File: config.mk
export PLATFORM = sky130hd
export DESIGN_NAME = dns_name_to_wire_encoder
export DESIGN_NICKNAME = d
export VERILOG_FILES = /design/src/design/dnse_pkg.sv /design/src/design/dnse_ram.sv /design/src/design/dnse_cmd_fifo.sv /design/src/design/dnse_front.sv /design/src/design/dnse_back.sv /design/src/design/dns_name_to_wire_encoder.sv
export SDC_FILE = /design/constraint.sdc
export NUM_CORES = 1
export LEC_CHECK = 0
export BUFFER_PORTS_ARGS = -buffer_cell sky130_fd_sc_hd__buf_2
export CORE_MARGIN = 4
export CORE_UTILIZATION = 40
export DETAILED_ROUTE_END_ITERATION = 8
export PLACE_DENSITY = 0.66
export SYNTH_ARGS = -nofsm -noshare
export SYNTH_HDL_FRONTEND = slang
export SYNTH_SLANG_ARGS = --single-unit
export TNS_END_PERCENT = 10
File: constraint.sdc
create_clock -name clock -period 3.4 [get_ports clock]
set_clock_uncertainty 0.05 [all_clocks]
set_input_delay 0 -clock clock [delete_from_list [all_inputs] [get_ports clock]]
set_output_delay 0 -clock clock [all_outputs]
set_load 0.03 [all_outputs]
File: src/design/dnse_pkg.sv
// Shared types and constants of the host name to wire-format encoder.
`default_nettype none

package dnse_pkg;

   // Width of a label character count; covers the largest allowed label.
   localparam int LABEL_CNT_W = 6;

   localparam logic [7:0] DOT_CHAR = 8'h2E;

   // Error codes carried on results
   localparam logic [1:0] ERR_NONE  = 2'd0;
   localparam logic [1:0] ERR_NAME  = 2'd1;
   localparam logic [1:0] ERR_LABEL = 2'd2;

   // Command kinds passed from the front to the back
   typedef enum logic {
      CMD_SINGLE,   // one zero byte, last of its item, with an error code
      CMD_FLUSH     // length byte then the buffered label characters
   } cmd_kind_type;

   typedef struct packed {
      cmd_kind_type           kind;
      logic [1:0]             err;        // single: error code
      logic [LABEL_CNT_W-1:0] count;      // flush: label length
      logic                   bank;       // flush: label buffer bank
      logic                   pre_zero;   // flush: emit a zero length byte first
      logic                   zf_final;   // flush: last byte carries the terminator
   } cmd_type;

   // Back reports a finished label so the front may reuse its bank
   typedef struct packed {
      logic valid;
      logic bank;
   } flush_done_type;

endpackage

`default_nettype wire

File: src/design/dnse_ram.sv
// Generic single-write, single-read RAM with registered read data.
`default_nettype none

module dnse_ram #(
   parameter int WIDTH = 8,
   parameter int DEPTH = 128
) (
   input  wire logic                     clock,
   input  wire logic                     wr_en,
   input  wire logic [$clog2(DEPTH)-1:0] wr_addr,
   input  wire logic [WIDTH-1:0]         wr_data,
   input  wire logic [$clog2(DEPTH)-1:0] rd_addr,
   output logic      [WIDTH-1:0]         rd_data
);

   logic [WIDTH-1:0] mem_ff [DEPTH];

   // Write one entry, read one entry per cycle
   always_ff @(posedge clock) begin
      if (wr_en) begin
         mem_ff[wr_addr] <= wr_data;
      end
      rd_data <= mem_ff[rd_addr];
   end

endmodule

`default_nettype wire

File: src/design/dnse_cmd_fifo.sv
// Two-entry command queue between the front and the back.
`default_nettype none

module dnse_cmd_fifo
   import dnse_pkg::*;
(
   input  wire logic    clock,
   input  wire logic    reset,
   input  wire logic    push,
   input  wire cmd_type push_cmd,
   output logic         full,
   input  wire logic    pop,
   output cmd_type      head_cmd,
   output logic         empty
);

   localparam int DEPTH = 2;

   cmd_type    entry_ff [DEPTH];
   logic       wr_ptr_ff, wr_ptr_in;
   logic       rd_ptr_ff, rd_ptr_in;
   logic [1:0] count_ff, count_in;

   assign full     = (count_ff == 2'(DEPTH));
   assign empty    = (count_ff == 2'd0);
   assign head_cmd = entry_ff[rd_ptr_ff];

   // Advance pointers and occupancy
   always_comb begin
      wr_ptr_in = wr_ptr_ff;
      rd_ptr_in = rd_ptr_ff;
      count_in  = count_ff;
      if (push && !full) begin
         wr_ptr_in = ~wr_ptr_ff;
      end
      if (pop && !empty) begin
         rd_ptr_in = ~rd_ptr_ff;
      end
      if ((push && !full) && !(pop && !empty)) begin
         count_in = count_ff + 2'd1;
      end else if (!(push && !full) && (pop && !empty)) begin
         count_in = count_ff - 2'd1;
      end
   end

   always_ff @(posedge clock) begin
      if (reset) begin
         wr_ptr_ff <= 1'b0;
         rd_ptr_ff <= 1'b0;
         count_ff  <= 2'd0;
      end else begin
         wr_ptr_ff <= wr_ptr_in;
         rd_ptr_ff <= rd_ptr_in;
         count_ff  <= count_in;
      end
   end

   // Store the pushed command
   always_ff @(posedge clock) begin
      if (push && !full) begin
         entry_ff[wr_ptr_ff] <= push_cmd;
      end
   end

   a_no_overflow: assert property (@(posedge clock) disable iff (reset)
      push |-> !full)
      else $error("command pushed into a full queue");

endmodule

`default_nettype wire

File: src/design/dnse_front.sv
// Front end: accepts characters, tracks label and name state, buffers label bytes.
`default_nettype none

module dnse_front
   import dnse_pkg::*;
#(
   parameter int MAX_LABEL = 63,
   parameter int MAX_NAME  = 255
) (
   input  wire logic                   clock,
   input  wire logic                   reset,
   input  wire logic                   req_tvalid,
   output logic                        req_tready,
   input  wire logic [7:0]             req_tdata,
   input  wire logic                   req_tlast,
   input  wire logic                   q_full,
   output logic                        q_push,
   output cmd_type                     q_cmd,
   input  wire flush_done_type         flush_done,
   output logic                        wr_en,
   output logic                        wr_bank,
   output logic [LABEL_CNT_W-1:0]      wr_index,
   output logic [7:0]                  wr_data
);

   localparam int NAME_W = $clog2(MAX_NAME);

   logic [LABEL_CNT_W-1:0] label_count_ff, label_count_in;
   logic [NAME_W-1:0]      name_length_ff, name_length_in;
   logic [1:0]             error_ff, error_in;
   logic                   only_dot_ff, only_dot_in;
   logic                   bank_ff, bank_in;
   logic [1:0]             busy_ff, busy_in;
   logic                   accept;
   logic                   is_dot;

   // Hold off while the queue is full or the fill bank is still being replayed
   assign req_tready = !q_full && !busy_ff[bank_ff];
   assign accept     = req_tvalid && req_tready;
   assign is_dot     = (req_tdata == DOT_CHAR);
   assign wr_bank    = bank_ff;
   assign wr_index   = label_count_ff;
   assign wr_data    = req_tdata;

   // Classify the transfer and build the command for the back
   always_comb begin
      label_count_in = label_count_ff;
      name_length_in = name_length_ff;
      error_in       = error_ff;
      only_dot_in    = only_dot_ff;
      bank_in        = bank_ff;
      busy_in        = busy_ff;
      q_push         = 1'b0;
      q_cmd          = '0;
      wr_en          = 1'b0;

      if (flush_done.valid) begin
         busy_in[flush_done.bank] = 1'b0;
      end

      if (accept) begin
         if (req_tlast) begin
            q_push = 1'b1;
            if (error_ff != ERR_NONE) begin
               q_cmd.kind = CMD_SINGLE;
               q_cmd.err  = error_ff;
            end else if (label_count_ff == '0) begin
               q_cmd.kind = CMD_SINGLE;
               q_cmd.err  = ERR_NONE;
            end else begin
               q_cmd.kind     = CMD_FLUSH;
               q_cmd.count    = label_count_ff;
               q_cmd.bank     = bank_ff;
               q_cmd.zf_final = 1'b1;
               bank_in          = ~bank_ff;
               busy_in[bank_ff] = 1'b1;
            end
            label_count_in = '0;
            name_length_in = '0;
            error_in       = ERR_NONE;
            only_dot_in    = 1'b0;
         end else if (error_ff == ERR_NONE) begin
            if (name_length_ff >= NAME_W'(MAX_NAME - 1)) begin
               error_in    = ERR_NAME;
               only_dot_in = 1'b0;
            end else if (!is_dot && label_count_ff >= LABEL_CNT_W'(MAX_LABEL)) begin
               error_in    = ERR_LABEL;
               only_dot_in = 1'b0;
            end else if (is_dot && name_length_ff == '0) begin
               name_length_in = NAME_W'(1);
               only_dot_in    = 1'b1;
            end else begin
               name_length_in = name_length_ff + NAME_W'(1);
               only_dot_in    = 1'b0;
               if (is_dot) begin
                  q_push           = 1'b1;
                  q_cmd.kind       = CMD_FLUSH;
                  q_cmd.count      = label_count_ff;
                  q_cmd.bank       = bank_ff;
                  q_cmd.pre_zero   = only_dot_ff;
                  bank_in          = ~bank_ff;
                  busy_in[bank_ff] = 1'b1;
                  label_count_in   = '0;
               end else begin
                  wr_en          = 1'b1;
                  label_count_in = label_count_ff + LABEL_CNT_W'(1);
                  if (only_dot_ff) begin
                     q_push     = 1'b1;
                     q_cmd.kind = CMD_SINGLE;
                     q_cmd.err  = ERR_NONE;
                  end
               end
            end
         end
      end
   end

   always_ff @(posedge clock) begin
      if (reset) begin
         label_count_ff <= '0;
         name_length_ff <= '0;
         error_ff       <= ERR_NONE;
         only_dot_ff    <= 1'b0;
         bank_ff        <= 1'b0;
         busy_ff        <= '0;
      end else begin
         label_count_ff <= label_count_in;
         name_length_ff <= name_length_in;
         error_ff       <= error_in;
         only_dot_ff    <= only_dot_in;
         bank_ff        <= bank_in;
         busy_ff        <= busy_in;
      end
   end

   a_done_of_busy_bank: assert property (@(posedge clock) disable iff (reset)
      flush_done.valid |-> busy_ff[flush_done.bank])
      else $error("label replay finished on a bank that was not in use");

   a_end_clears_name: assert property (@(posedge clock) disable iff (reset)
      (accept && req_tlast) |=> (label_count_ff == '0 && name_length_ff == '0
                                 && error_ff == ERR_NONE && !only_dot_ff))
      else $error("name state not cleared after end of name");

endmodule

`default_nettype wire

File: src/design/dnse_back.sv
// Back end: turns queued commands into wire bytes, replaying labels from the buffer.
`default_nettype none

module dnse_back
   import dnse_pkg::*;
(
   input  wire logic                   clock,
   input  wire logic                   reset,
   input  wire logic                   q_empty,
   input  wire cmd_type                q_cmd,
   output logic                        q_pop,
   output logic                        rd_bank,
   output logic [LABEL_CNT_W-1:0]      rd_index,
   input  wire logic [7:0]             rd_data,
   output flush_done_type              flush_done,
   output logic                        rsp_tvalid,
   input  wire logic                   rsp_tready,
   output logic [7:0]                  rsp_tdata,   // out_byte
   output logic                        rsp_tlast,   // run_last
   output logic [2:0]                  rsp_tuser    // [0] zero_follows, [2:1] error_code
);

   typedef enum logic [2:0] {
      ST_IDLE,
      ST_SINGLE,
      ST_PREZ,
      ST_LEN,
      ST_FETCH,
      ST_SEND
   } state_type;

   state_type              state_ff, state_in;
   cmd_type                cmd_ff, cmd_in;
   logic [LABEL_CNT_W-1:0] idx_ff, idx_in;
   logic                   valid_ff, valid_in;
   logic [7:0]             byte_ff, byte_in;
   logic                   zf_ff, zf_in;
   logic                   rl_ff, rl_in;
   logic [1:0]             err_ff, err_in;
   logic                   done_ff, done_in;
   logic                   done_bank_ff, done_bank_in;
   logic                   out_free;
   logic                   last_char;

   assign out_free  = !valid_ff || rsp_tready;
   assign last_char = (idx_ff == cmd_ff.count - LABEL_CNT_W'(1));
   assign q_pop     = (state_ff == ST_IDLE) && !q_empty;
   assign rd_bank   = cmd_ff.bank;
   assign rd_index  = idx_ff;

   assign rsp_tvalid       = valid_ff;
   assign rsp_tdata        = byte_ff;
   assign rsp_tlast        = rl_ff;
   assign rsp_tuser        = {err_ff, zf_ff};
   assign flush_done.valid = done_ff;
   assign flush_done.bank  = done_bank_ff;

   // Sequence one command at a time into the output register
   always_comb begin
      state_in     = state_ff;
      cmd_in       = cmd_ff;
      idx_in       = idx_ff;
      valid_in     = valid_ff && !rsp_tready;
      byte_in      = byte_ff;
      zf_in        = zf_ff;
      rl_in        = rl_ff;
      err_in       = err_ff;
      done_in      = 1'b0;
      done_bank_in = done_bank_ff;

      case (state_ff)
         ST_IDLE: begin
            if (!q_empty) begin
               cmd_in = q_cmd;
               if (q_cmd.kind == CMD_SINGLE) begin
                  state_in = ST_SINGLE;
               end else if (q_cmd.pre_zero) begin
                  state_in = ST_PREZ;
               end else begin
                  state_in = ST_LEN;
               end
            end
         end
         ST_SINGLE: begin
            if (out_free) begin
               valid_in = 1'b1;
               byte_in  = 8'd0;
               zf_in    = 1'b0;
               rl_in    = 1'b1;
               err_in   = cmd_ff.err;
               state_in = ST_IDLE;
            end
         end
         ST_PREZ: begin
            if (out_free) begin
               valid_in = 1'b1;
               byte_in  = 8'd0;
               zf_in    = 1'b0;
               rl_in    = 1'b0;
               err_in   = ERR_NONE;
               state_in = ST_LEN;
            end
         end
         ST_LEN: begin
            if (out_free) begin
               valid_in = 1'b1;
               byte_in  = 8'(cmd_ff.count);
               zf_in    = 1'b0;
               rl_in    = (cmd_ff.count == '0);
               err_in   = ERR_NONE;
               idx_in   = '0;
               if (cmd_ff.count == '0) begin
                  done_in      = 1'b1;
                  done_bank_in = cmd_ff.bank;
                  state_in     = ST_IDLE;
               end else begin
                  state_in = ST_FETCH;
               end
            end
         end
         ST_FETCH: begin
            // read address settles this cycle, data is valid in the next
            state_in = ST_SEND;
         end
         ST_SEND: begin
            if (out_free) begin
               valid_in = 1'b1;
               byte_in  = rd_data;
               zf_in    = last_char && cmd_ff.zf_final;
               rl_in    = last_char;
               err_in   = ERR_NONE;
               if (last_char) begin
                  done_in      = 1'b1;
                  done_bank_in = cmd_ff.bank;
                  state_in     = ST_IDLE;
               end else begin
                  idx_in   = idx_ff + LABEL_CNT_W'(1);
                  state_in = ST_FETCH;
               end
            end
         end
         default: begin
            state_in = ST_IDLE;
         end
      endcase
   end

   always_ff @(posedge clock) begin
      if (reset) begin
         state_ff     <= ST_IDLE;
         valid_ff     <= 1'b0;
         done_ff      <= 1'b0;
         done_bank_ff <= 1'b0;
      end else begin
         state_ff     <= state_in;
         valid_ff     <= valid_in;
         done_ff      <= done_in;
         done_bank_ff <= done_bank_in;
      end
      cmd_ff  <= cmd_in;
      idx_ff  <= idx_in;
      byte_ff <= byte_in;
      zf_ff   <= zf_in;
      rl_ff   <= rl_in;
      err_ff  <= err_in;
   end

   a_zero_only_on_last: assert property (@(posedge clock) disable iff (reset)
      (valid_ff && zf_ff) |-> rl_ff)
      else $error("terminator flagged on a byte that is not last of its transfer run");

   a_pop_starts_work: assert property (@(posedge clock) disable iff (reset)
      q_pop |=> state_ff != ST_IDLE)
      else $error("command popped but back stayed idle");

endmodule

`default_nettype wire

File: src/design/dns_name_to_wire_encoder.sv
// Top level of the host name to wire-format encoder.
//
// Usage: characters of a dotted host name arrive on the req_ channel, one per
// transfer, in req_tdata; the name closes with a transfer that has req_tlast
// high (its data is ignored). Wire bytes leave on the rsp_ channel: a label
// length byte, then the label characters, with rsp_tlast on the last byte
// caused by one request. A name that ends inside a label carries zero_follows in
// rsp_tuser[0] on its final byte for the terminating zero; errors appear in
// rsp_tuser[2:1]. A label character gives no output until its dot or end; the
// first byte caused by that transfer then passes the command queue, the back's
// command register and the output register. Throughput: while req_tready is
// high the front takes one character per cycle into a two-bank label buffer;
// the back takes each command from the queue in its idle state, then emits a
// single byte or a length byte, then each label byte through a fetch state and
// a send state, following the fetch-then-send use of the buffer read port. A new
// label may fill while the previous one replays; a third waits for the older bank.
// Reset clears all name state and the command queue; the label buffer needs
// no clearing. When rsp_tready is low the output register holds and the
// front keeps accepting until the queue or the buffer banks fill.

`default_nettype none

module dns_name_to_wire_encoder
   import dnse_pkg::*;
#(
   parameter int MAX_LABEL = 63,
   parameter int MAX_NAME  = 255
) (
   input  wire logic       clock,
   input  wire logic       reset,
   input  wire logic       req_tvalid,
   output logic            req_tready,
   input  wire logic [7:0] req_tdata,   // char_in
   input  wire logic       req_tlast,   // end_of_name
   output logic            rsp_tvalid,
   input  wire logic       rsp_tready,
   output logic [7:0]      rsp_tdata,   // out_byte
   output logic            rsp_tlast,   // run_last
   output logic [2:0]      rsp_tuser    // [0] zero_follows, [2:1] error_code
);

   localparam int IDX_W  = (MAX_LABEL > 1) ? $clog2(MAX_LABEL) : 1;
   localparam int ADDR_W = IDX_W + 1;

   logic                   q_push, q_full, q_pop, q_empty;
   cmd_type                push_cmd, head_cmd;
   flush_done_type         flush_done;
   logic                   wr_en, wr_bank, rd_bank;
   logic [LABEL_CNT_W-1:0] wr_index, rd_index;
   logic [7:0]             wr_data, rd_data;
   logic [ADDR_W-1:0]      wr_addr, rd_addr;

   // Bank bit selects the label buffer half
   assign wr_addr = {wr_bank, wr_index[IDX_W-1:0]};
   assign rd_addr = {rd_bank, rd_index[IDX_W-1:0]};

   dnse_front #(
      .MAX_LABEL (MAX_LABEL),
      .MAX_NAME  (MAX_NAME)
   ) u_front (
      .clock      (clock),
      .reset      (reset),
      .req_tvalid (req_tvalid),
      .req_tready (req_tready),
      .req_tdata  (req_tdata),
      .req_tlast  (req_tlast),
      .q_full     (q_full),
      .q_push     (q_push),
      .q_cmd      (push_cmd),
      .flush_done (flush_done),
      .wr_en      (wr_en),
      .wr_bank    (wr_bank),
      .wr_index   (wr_index),
      .wr_data    (wr_data)
   );

   dnse_cmd_fifo u_fifo (
      .clock    (clock),
      .reset    (reset),
      .push     (q_push),
      .push_cmd (push_cmd),
      .full     (q_full),
      .pop      (q_pop),
      .head_cmd (head_cmd),
      .empty    (q_empty)
   );

   dnse_ram #(
      .WIDTH (8),
      .DEPTH (2 ** ADDR_W)
   ) u_label_ram (
      .clock   (clock),
      .wr_en   (wr_en),
      .wr_addr (wr_addr),
      .wr_data (wr_data),
      .rd_addr (rd_addr),
      .rd_data (rd_data)
   );

   dnse_back u_back (
      .clock      (clock),
      .reset      (reset),
      .q_empty    (q_empty),
      .q_cmd      (head_cmd),
      .q_pop      (q_pop),
      .rd_bank    (rd_bank),
      .rd_index   (rd_index),
      .rd_data    (rd_data),
      .flush_done (flush_done),
      .rsp_tvalid (rsp_tvalid),
      .rsp_tready (rsp_tready),
      .rsp_tdata  (rsp_tdata),
      .rsp_tlast  (rsp_tlast),
      .rsp_tuser  (rsp_tuser)
   );

endmodule

`default_nettype wire
Yosys cells after proc, flatten, opt, wreduce, memory -nomap -nowiden
Memories as Yosys holds them, arrays and structs flattened. A register that Yosys moved wholly into a read port is not among the register bits.
Index checks and enable logic that the tools add are counted.
Operators by class
  add/sub/neg operators: 6
  magnitude comparators: 6
  equal/unequal tests: 24
  mux-type cells: 122
  bitwise logic cells: 7
  reduce and logical (&&, ||, !) cells: 55
Operator list (number)
  8-bit 2-to-1 mux: 9
  1-bit 2-to-1 mux: 59
  6-bit 2-to-1 mux: 9
  11-bit 2-to-1 mux: 4
  2-bit 2-to-1 mux: 18
  3-bit 2-to-1 mux: 9
  8-bit case mux with 3 select lines: 1
  5-bit AND reduction: 4
  2-bit by 1-bit != test with 1-bit output, second input constant: 9
  3-bit case mux with 6 select lines: 1
  7-bit 2-to-1 mux: 2
  2-bit != test, second input constant: 7
  2-bit nonzero test: 7
  1-bit logical AND: 13
  6-bit by 1-bit adder with 6-bit output, second input constant: 2
  6-bit logical NOT: 2
  12-bit 2-to-1 mux: 1
  6-bit case mux with 2 select lines: 1
  4-bit AND reduction: 3
  10-bit 2-to-1 mux: 1
  3-bit AND reduction: 3
  8-bit by 1-bit adder with 8-bit output, second input constant: 1
  8-bit by 6-bit equality test with 1-bit output, second input constant: 1
  8-bit greater-or-equal comparator, second input constant: 1
  31 further kinds: 52
Word-level totals
  register bits: 58
  bits in writable memories: 1048
  input bits: 13
  output and inout port bits: 14
  word-level logic and storage cells: 244
  memories kept: 2
Memory list
  u_label_ram.mem_ff: words 128, width 8, rd ports 1, clocked after Yosys merged registers in 1, write ports 1, line dnse_ram.sv:16  | logic [WIDTH-1:0] mem_ff [DEPTH];
  u_fifo.entry_ff: words 2, width 12, rd ports 1, clocked after Yosys merged registers in 1, write ports 1, line dnse_cmd_fifo.sv:19  | cmd_type entry_ff [DEPTH];

Depth between registers and ports, before layout
Gate-level depths: netlist of the first run.
  word-level depth: 15
  gate-level depth with buffers: 11
  gate-level depth less buffers: 10

By module
Synthesis of the first run repeated with hierarchy kept, for this count alone.
Unflattened totals
  cell total of the unflattened synthesis: 2018
  area, all modules: 43814.5 um2
By module, submodules not included
  dnse_ram: times used 1, cells each 1635, area each 39663.0 um2, seq. area each 30909.6 um2
  dnse_back: times used 1, cells each 143, area each 1657.8 um2, seq. area each 960.9 um2
  dnse_front: times used 1, cells each 178, area each 1415.1 um2, seq. area each 400.4 um2
  dnse_cmd_fifo: times used 1, cells each 62, area each 1078.5 um2, seq. area each 820.8 um2

Worst setup path after synthesis of the first run
No wires, ideal clock.
  path type: flip-flop to flip-flop
  start point: reg u_front.name_length_ff[0]
  end point: mem u_label_ram.mem_ff[102][0], enable pin
  library setup time: 0.370 ns
  arrival: 2.364 ns
  data required time: 2.980 ns
  slack: 0.615 ns
  stages on the path, launching flop included: 9
  buffers on the path: 1
  period minus slack after synthesis: 2.785 ns
  path through: dfxtp_1 > inv_1 > ha_1 > o211ai_1 > o21ai_0 > nor4_1 > nand3_1 > clkbuf_1 > nor2_1
On the way
  longest elaborated chain between the ends: 10
  elaborated cells between the ends (all ways): 11
  those cells by class: order compare: 1; mux: 8; reduce/logical: 2
RTL lines
  from (decl): line dnse_front.sv:29  | logic [NAME_W-1:0] name_length_ff, name_length_in;
  from (signal assigned): line dnse_front.sv:128  | name_length_ff <= name_length_in;
  branches (longest 4 deep; another with 8-bit greater-or-equal comparator)
  1-bit 2-to-1 mux (*): line dnse_front.sv:83  | if (name_length_ff >= NAME_W'(MAX_NAME - 1)) begin
  1-bit 2-to-1 mux (*): line dnse_front.sv:82  | end else if (error_ff == ERR_NONE) begin
  1-bit 2-to-1 mux (*): line dnse_front.sv:62  | if (req_tlast) begin
  1-bit 2-to-1 mux (*): line dnse_front.sv:61  | if (accept) begin
  1-bit 2-to-1 mux (*): line dnse_ram.sv:20  | if (wr_en) begin
  1-bit 2-to-1 mux (implied by the code) (*): line dnse_ram.sv:21  | mem_ff[wr_addr] <= wr_data;
  to (decl): line dnse_ram.sv:16
Every way passes the cells marked *.

==> qor.tcl, run 1 <==
set qor(cell_by_cell_listing_of_the_critical_path) {buf_4 > nand3_1 > o221ai_1 > a211oi_1 > nor4_1 > or4_1}
set qor(min_path_cells) 4
set qor(combined_area_of_the_multi_input_logic_cells_um2) 9990
set qor(setup_repair_after_global_routing_missed_its_margin) {no}
set qor(synthTopCellsByCount) {sky130_fd_sc_hd__edfxtp_1 (1,076), sky130_fd_sc_hd__mux4_2 (198), sky130_fd_sc_hd__nor2_1 (161)}
set qor(area_delta_synth_final_pct) 16.4
set qor(final-hold-violation-count) 0
set qor(worstSetupStartpointType) {flop}
set qor(port-buffer-count) 26
set qor(yosysSeqAreaShare) 0.754
set qor(drt_pass1_iterations) 5
set qor(die_w_um) 339
set qor(dpl.hpwl_um) 66500
set qor(finalPower_mw) 30.3
set qor(clockRootBuffer) {sky130_fd_sc_hd__clkbuf_16}
set qor(final.hold.worst_slack_ns) 0.219
set qor(yosys_warnings) 0
set qor(worst_setup_slack_post_dpl_ns) -0.0251
set qor(timing.hold.worst.class) {in -> reg}
set qor(die_outline_area_um2) 115000
set qor(worst_setup_path_end_kind) {flop}
set qor(max_slew_violation_count) 0
set qor(max-clock-path-buffers) 3
set qor(synth-seq-cells) 1115
set qor(slew_headroom) 0.172
set qor(drive_gt1_frac) 0.256
set qor(drt-wirelength-per-cell_um) 26.4
set qor(cts.htree.levels) 3
set qor(regArea_um2) 33100
set qor(worst_ep_required_ns) 3.99
set qor(die-height_um) 339
set qor(power.ir.vdd_worst_mv) 0.430
set qor(ff2ff_setup_slack_ns) 0.17
set qor(postLayoutSetupSlackWorst_ns) 0.173
set qor(post_cts_setup_repair_buffer_count) 0
set qor(power.leakage_nw) 16.3
set qor(design.portCount) 27
set qor(dr_total_vias) 23000
set qor(synth_top_flop_cell) {sky130_fd_sc_hd__edfxtp_1}
set qor(cts-buffers-inserted) 110
set qor(synth_fp_nets) 2267
set qor(startpoint_to_endpoint_class_of_the_critical_path) {reg -> reg}
set qor(detail-route-antenna-nets) 0
set qor(worst_r2r_path_depth) 6
set qor(final_period_minus_worst_setup_slack_ns) 3.23
set qor(final.period_utilization) 0.949
set qor(synthDominantCellAreaShare) 0.736
set qor(synthTopCellsByArea) {sky130_fd_sc_hd__edfxtp_1 (74%), sky130_fd_sc_hd__mux4_2 (10%), sky130_fd_sc_hd__mux2i_1 (3.1%), sky130_fd_sc_hd__dfxtp_1 (1.8%), sky130_fd_sc_hd__nor2_1 (1.4%)}
set qor(clock.fmax_ghz) 0.310
set qor(post_synth_instance_area_um2) 43900
set qor(dr.first_iter.drc_count) 2506
set qor(postSynthCellCount) 2245
set qor(cts_tree) {yes}
set qor(initial_core_util) 0.403
set qor(post_synth.cell_area_avg_um2) 19.5
set qor(worst_pin_slew_ns) 1.24
set qor(nNetsFinal) 2544
set qor(placementRows) 121
set qor(worstPathArrival_ns) 3.82
set qor(gp_congestion) 0.833
set qor(worst_path_dominant_cell_family) {simple AND/OR/NAND/NOR gates}
set qor(post-route-util) 0.469
set qor(number_of_enable_type_register_cells_in_the_synthesized_netlist) 1076
set qor(maximum_number_of_pins_on_one_net_before_global_route_repair) 105
set qor(nFillCells) 8790
set qor(detailed_route_vias_per_instance) 5.70
set qor(powerDensity_nw_per_um2) 594
set qor(drcViolationCount) 0
set qor(grt-ovfl-total) 0
set qor(cpMaxStageDelayCell) {sky130_fd_sc_hd__edfxtp_1}
set qor(final-setup-viol-count) 0
set qor(timing.critical_path.slowest_cell_delay_ns) 0.66
set qor(outcome) {finished, final reports clean}
set qor(synth_most_common_cell) {sky130_fd_sc_hd__edfxtp_1}
set qor(clkTransAtPathRegs_ns) 0.07
set qor(drv_cap) 0
set qor(clock_latency_ns) 0.71
set qor(fp.coreArea_um2) 109000
set qor(clkSinkCount) 1115
set qor(cp.buffers_inverters) 1
set qor(totalWireLength_um) 106000
set qor(timing.critical_path.depth) 6
set qor(global_route.usage.total) 0.183
set qor(asyncSetResetFlopFracSynth) 0
set qor(yosys.area.top_type) {sky130_fd_sc_hd__edfxtp_1}
set qor(grt_first_pass_wirelength_um) 158000
set qor(initial_antenna_violation_count) 2
set qor(synth.lib_cells_used.distinct) 68
set qor(critical_path_peak_fanout) 18
set qor(number_of_global_route_vias_before_repair) 23600
## metrics by stage
stage	std cells	cell area (um2)	setup TNS, ns
CTS	4029	51000	0
global route	4029	51100	0
floorplan	2245	43900	0
global placement	3810	47100	0
detailed placement	3810	47100	-0.0251
finish	4032	51100	0
## cells by family (layout without fill, tap and decap cells)
| group | count (synthesis) | count (layout) | share of synthesized area |
|---|---|---|---|
| muxes | 348 | 348 | 0.137 |
| xor gates and xnor gates | 14 | 14 | 0.00279 |
| adders and majority gates | 9 | 9 | 0.00257 |
| and+or+nand+nor | 346 | 346 | 0.0379 |
| DFF | 1115 | 1115 | 0.754 |
| other | 0 | 3 | 0 |
| AOI/OAI and AO/OA | 271 | 271 | 0.0464 |
| buffers and inverters | 142 | 512 | 0.0194 |
## flip-flops by register name (all words and copies together) (netlist names), named ones only
signal / cells
u_back.done_ff: 1
u_front.wr_index: 6
u_front.wr_bank: 1
u_front.busy_ff: 2
u_back.state_ff: 3
u_back.zf_ff: 1
u_label_ram.rd_data: 8
u_back.done_bank_ff: 1
u_front.only_dot_ff: 1
u_label_ram.mem_ff: 1024
u_fifo.entry_ff: 24
u_fifo.count_ff: 2
u_back.rsp_tdata: 8
u_back.rd_index: 6
u_front.error_ff: 2
u_fifo.wr_ptr_ff: 1
u_back.rsp_tvalid: 1
u_front.name_length_ff: 8
u_fifo.rd_ptr_ff: 1
u_back.err_ff: 2
u_back.rd_bank: 1
u_back.rsp_tlast: 1
u_back.cmd_ff: 9
## cell type report
class	count	area share
Antenna cell	3	0.000147
Clock buffer	141	0.0572
Clock inverter	64	0.0169
Inverter	17	0.00125
Multi-Input combinational cell	988	0.196
Sequential cell	1115	0.648
Tap cell	1414	0.0346
Timing Repair Buffer	290	0.0461
## final timing paths
check | startpoint | to
setup reg to reg | u_back.rd_index[3] | u_label_ram.rd_data[0]
hold / removal | rsp_tready | u_back.rsp_tvalid
hold reg to reg | u_fifo.rd_ptr_ff | u_fifo.rd_ptr_ff
setup / recovery | u_back.rd_index[3] | u_label_ram.rd_data[0]
## report_power, final
part           switching (mW)  internal (mW)  total [mW]
Clock                    5.15           7.40        12.5
Combinational            1.38          0.769        2.15
Sequential              0.252           15.4        15.6
Total                    6.78           23.5        30.3
## metal layers
layer | vias up | share of wire | wire length, um | track usage
li1 | 9838 | - | - | -
met1 | 12000 | 0.41 | 43500 | 0.244
met2 | 956 | 0.49 | 52100 | 0.300
met3 | 166 | 0.073 | 7780 | 0.0371
met4 | 0 | 0.029 | 3120 | 0.0624
met5 | - | 0 | 0 | 0
## repair_timing
action,in CTS,in global routing
resized for setup,1,2
hold endpoints to repair,397,0
pin swaps,0,0
hold buffers,14,0
setup endpoints to repair,1,2
## cell usage in the layout (no fill, tap or decap), types with 13 or more instances in the layout
cell                            count
sky130_fd_sc_hd__dlygate4sd3_1     14
sky130_fd_sc_hd__dfxtp_1           39
sky130_fd_sc_hd__bufinv_16         17
sky130_fd_sc_hd__edfxtp_1        1076
sky130_fd_sc_hd__mux2i_1          135
sky130_fd_sc_hd__buf_12            15
sky130_fd_sc_hd__nor2b_1           20
sky130_fd_sc_hd__a211oi_1          29
sky130_fd_sc_hd__o221ai_1          23
sky130_fd_sc_hd__buf_4            243
sky130_fd_sc_hd__a21oi_1           45
sky130_fd_sc_hd__mux2_2            13
sky130_fd_sc_hd__buf_2             18
sky130_fd_sc_hd__nand3_1           23
sky130_fd_sc_hd__clkbuf_1          27
sky130_fd_sc_hd__nand2_1           43
sky130_fd_sc_hd__and2_1            15
sky130_fd_sc_hd__a22oi_1           24
sky130_fd_sc_hd__nor2_1           160
sky130_fd_sc_hd__clkinv_2          20
sky130_fd_sc_hd__mux4_2           198
sky130_fd_sc_hd__a22o_1            28
sky130_fd_sc_hd__inv_1             17
sky130_fd_sc_hd__o21ai_0           13
sky130_fd_sc_hd__clkbuf_16        111
sky130_fd_sc_hd__o22ai_1           24
## worst reg2reg max path, stage by stage (launching register included)
cell                       delay, ns
sky130_fd_sc_hd__edfxtp_1       0.66
sky130_fd_sc_hd__buf_4          0.44
sky130_fd_sc_hd__nand3_1        0.64
sky130_fd_sc_hd__o221ai_1       0.51
sky130_fd_sc_hd__a211oi_1       0.08
sky130_fd_sc_hd__nor4_1         0.61
sky130_fd_sc_hd__or4_1          0.21
Power figures use the tool's default switching activity.
==> run 2: changes to the inputs <==
- ABC_AREA: not set -> 1
- MAX_ROUTING_LAYER: not set -> met4
- REMOVE_ABC_BUFFERS: not set -> 1
==> run 2 against run 1 <==
  * Area after synthesis grew 4.3%
  * Die area increased by 4.2%
  * First-iteration DRC count increased by 43%
  * Clock power barely moved
  * Worst setup slack better by 0.13 ns
  * Critical endpoint is now u_label_ram.mem_ff[127][1]
  * Largest cell class unchanged
  * Highest routed layer unchanged
  * Cell count is 40% higher
  * Power increased by 5.5%
  * Synthesized cell count grew 78%
  * Via count rose by 33%
  * Combinational power up 85%
  * Sequential share of layout area fell by 1.2 points
==> qor.tcl, run 2 <==
set qor(post_cts_resize_count) 0 ;# -1
set qor(number_of_enable_type_register_cells_in_the_synthesized_netlist) 1076 ;# unchanged
set qor(worst_ep_required_ns) 3.67 ;# -0.32 ns
set qor(fp.coreArea_um2) 113000 ;# +3.9%
set qor(dpl.hpwl_um) 70400 ;# +5.9%
set qor(synth_top_flop_cell) {sky130_fd_sc_hd__edfxtp_1}
set qor(clockRootBuffer) {sky130_fd_sc_hd__clkbuf_16}
set qor(cts_tree) {yes}
set qor(yosys_warnings) 0 ;# unchanged
set qor(post_synth.cell_area_avg_um2) 11.5 ;# -41%
set qor(final.setup.tns_ns) 0 ;# unchanged
set qor(post_cts_setup_repair_buffer_count) 0 ;# unchanged
set qor(layout_commonest_cell) {sky130_fd_sc_hd__edfxtp_1}
set qor(worst_pin_slew_ns) 1.02 ;# -0.223 ns
set qor(final-setup-viol-count) 0 ;# unchanged
set qor(drt_pass1_iterations) 6 ;# +1
set qor(yosysSeqAreaShare) 0.723 ;# -0.0312
set qor(number_of_flip_flops_under_the_largest_register_name) 1024 ;# unchanged
set qor(worstPathArrival_ns) 3.37 ;# -0.45 ns
set qor(postSynthCellCount) 3992 ;# +78%
set qor(synth_most_common_cell) {sky130_fd_sc_hd__edfxtp_1}
set qor(global_route.usage.total) 0.200 ;# +0.0175
set qor(number_of_global_route_vias_before_repair) 29600 ;# +26%
set qor(drv_cap) 0 ;# unchanged
set qor(post-route-util) 0.460 ;# -0.00927
set qor(biggestRegsByFlops) {u_label_ram.mem_ff: 1024 flops, u_fifo.entry_ff: 24 flops, u_back.cmd_ff: 9 flops}
set qor(slew_headroom) 0.320 ;# +0.149
set qor(timing.critical_path.slowest_cell_delay_ns) 0.60 ;# -0.06 ns
set qor(powerDensity_nw_per_um2) 615 ;# +3.6%
set qor(critical_path_peak_fanout) 11 ;# -7
set qor(clkSinkCount) 1115 ;# unchanged
set qor(dr_total_vias) 30500 ;# +33%
set qor(synthTopCellsByCount) {sky130_fd_sc_hd__edfxtp_1 (1,076), sky130_fd_sc_hd__nor2_1 (860), sky130_fd_sc_hd__nand2_1 (690)}
set qor(asyncSetResetFlopFracSynth) 0 ;# unchanged
set qor(synthAdderAreaFrac) 0.00246 ;# -0.000106
set qor(final_period_minus_worst_setup_slack_ns) 3.10 ;# -0.132 ns
set qor(die_w_um) 346 ;# +2.1%
set qor(max_slew_violation_count) 0 ;# unchanged
set qor(hold_buffers) 14 ;# unchanged
set qor(synthDominantCellAreaShare) 0.706 ;# -0.0305
set qor(min_path_cells) 2 ;# -2
set qor(worst_setup_path_end_kind) {flop}
set qor(power.leakage_nw) 18.0 ;# +10%
set qor(drt-wirelength-per-cell_um) 21.1 ;# -20%
set qor(startpoint_to_endpoint_class_of_the_critical_path) {reg -> reg}
set qor(nFillCells) 10100 ;# +14%
set qor(initial_core_util) 0.405 ;# +0.00157
set qor(ff2ff_setup_slack_ns) 0.30 ;# +0.13 ns
set qor(cpMaxStageDelayCell) {sky130_fd_sc_hd__nor2_1}
set qor(die_outline_area_um2) 120000 ;# +4.2%
set qor(grt-ovfl-total) 0 ;# unchanged
set qor(outcome) {finished, final reports clean}
set qor(final.period_utilization) 0.910 ;# -0.0389
set qor(clkTransAtPathRegs_ns) 0.06 ;# about the same
set qor(area_delta_synth_final_pct) 13.6
set qor(cell_by_cell_listing_of_the_critical_path) {inv_1 > ha_1 > o211a_1 > nand2_1 > nand2_1 > inv_1 > nand3_4 > nor2_8 > nand2_4 > buf_4 > nor2_1}
set qor(dr.first_iter.drc_count) 3579 ;# +43%
set qor(synth.lib_cells_used.distinct) 40 ;# -41%
set qor(yosys.area.top_type) {sky130_fd_sc_hd__edfxtp_1}
set qor(port-buffer-count) 26 ;# unchanged
set qor(cts-buffers-inserted) 111 ;# +0.91%
set qor(nNetsFinal) 4093 ;# +61%
set qor(timing.hold.worst.class) {in -> reg}
set qor(synth_compound_area_frac) 0.0653 ;# +0.0188
set qor(grt_first_pass_wirelength_um) 180000 ;# +14%
set qor(setup_repair_after_global_routing_missed_its_margin) {no}
set qor(drive_gt1_frac) 0.0903 ;# -0.165
set qor(maximum_number_of_pins_on_one_net_before_global_route_repair) 106 ;# +0.95%
set qor(design.portCount) 27 ;# unchanged
set qor(synth.area.mux_share) 0 ;# -0.137
set qor(dominant_combinational_cell_family_by_area_after_synthesis) {simple AND/OR/NAND/NOR gates}
set qor(detail-route-antenna-nets) 0 ;# unchanged
set qor(gp_congestion) 0.873 ;# +4.8%
set qor(detailed_route_vias_per_instance) 5.38 ;# -5.6%
set qor(drcViolationCount) 0 ;# unchanged
set qor(synthTopCellsByArea) {sky130_fd_sc_hd__edfxtp_1 (71%), sky130_fd_sc_hd__nor2_1 (7.1%), sky130_fd_sc_hd__nand2_1 (5.7%), sky130_fd_sc_hd__o21ai_0 (4.5%), sky130_fd_sc_hd__nand3_1 (4.3%)}
set qor(final-hold-violation-count) 0 ;# unchanged
set qor(worst_r2r_path_depth) 11 ;# +5
set qor(totalWireLength_um) 120000 ;# +12%
set qor(synth-seq-cells) 1115 ;# unchanged
set qor(max-clock-path-buffers) 3 ;# unchanged
set qor(clock.fmax_ghz) 0.323 ;# +4.3%
set qor(placementRows) 123 ;# +1.7%
set qor(most-common-layout-cells) {sky130_fd_sc_hd__edfxtp_1 (1,076), sky130_fd_sc_hd__nor2_1 (859), sky130_fd_sc_hd__nand2_1 (690), sky130_fd_sc_hd__o21ai_0 (413), sky130_fd_sc_hd__nand3_1 (389)}
set qor(die-height_um) 346 ;# +2.1%
set qor(power.ir.vdd_worst_mv) 0.422 ;# -1.9%
set qor(registers.top_by_ff_count) {u_label_ram.mem_ff}
set qor(worstSetupStartpointType) {flop}
set qor(synth_xor_area_frac) 0.00153 ;# -0.00126
set qor(post_synth_and_or_nand_nor_area_fraction) 0.177 ;# +0.139
set qor(post_synth_instance_area_um2) 45800 ;# +4.3%
set qor(clock_latency_ns) 0.70 ;# about the same
set qor(initial_antenna_violation_count) 2 ;# unchanged
set qor(cts.htree.levels) 3 ;# unchanged
## run 2: changes by cell type after synthesis, sizes merged, moves of 41 or more
| cell | change |
|---|---|
| inv | +58 |
| a21oi | +49 |
| o21ai | +409 |
| nor2 | +703 |
| nand2 | +653 |
| mux4 | -200 |
| o211ai | +41 |
| nand3 | +372 |
| buf | +70 |
| clkbuf | +41 |
| mux2i | -135 |
## run 2: path summary, 6_finish.rpt
kind,from,end
max,u_front.name_length_ff[0],u_label_ram.mem_ff[127][1]
min,req_tdata[5],u_label_ram.mem_ff[78][5]
max reg2reg,u_front.name_length_ff[0],u_label_ram.mem_ff[127][1]
min reg2reg,u_fifo.rd_ptr_ff,flop
## run 2: critical path, delay by kind of cell, from the launching register on
kind            cells  cell delay (ns)
compound gates      1             0.23
buf+inv             3             0.49
simple gates        6             1.36
flops               1             0.37
fa+ha+maj           1             0.20
## run 2: cell type report
| class | instances | area (um2) | share of cell area |
|---|---|---|---|
| clock inverters | 62 | 678 | 0.0130 |
| flip-flops and latches | 1115 | 33100 | 0.636 |
| repair buffers | 202 | 1760 | 0.0338 |
| inverters | 79 | 312 | 0.00599 |
| well taps | 1500 | 1880 | 0.0361 |
| clock buffers | 142 | 3010 | 0.0578 |
| multi-input cells | 2562 | 11300 | 0.217 |
| diodes | 2 | 5.00 | 0.0000962 |
## run 2: where the power goes
part / switching, mW / internal (mW) / leakage, nW
Combinational: 2.90 / 1.08 / 6.20
Sequential: 0.212 / 15.4 / 10.0
Clock: 5.12 / 7.23 / 1.81
## run 2: kinds of logic after synthesis
family / after synthesis
flops: 1115
fa+ha+maj: 9
xor+xnor: 8
compound gates: 568
simple gates: 1977
buf+inv: 315
## run 2: per-layer routing
metal,vias to the layer above,wire (um),share of wire,track usage
met1,14800,49000,0.41,0.265
met3,239,10500,0.087,0.0377
li1,14100,-,-,-
met4,0,4140,0.035,0.0678
met5,-,0,0,-
met2,1350,56000,0.47,0.311
## run 2: per-stage QoR
stage,instances,hold WS [ns],area [um2],setup WS [ns],power [mW]
floorplan,3756,0.0191,44700,-16.15,18.4
CTS,5662,0.00604,52000,0.374,32.1
detailed placement,5444,0.365,48200,0.394,19.9
global route,5664,0.0350,52000,0.158,33.1
finish,5664,0.0449,52000,0.305,32.0
global placement,5444,0.362,48200,0.413,19.8
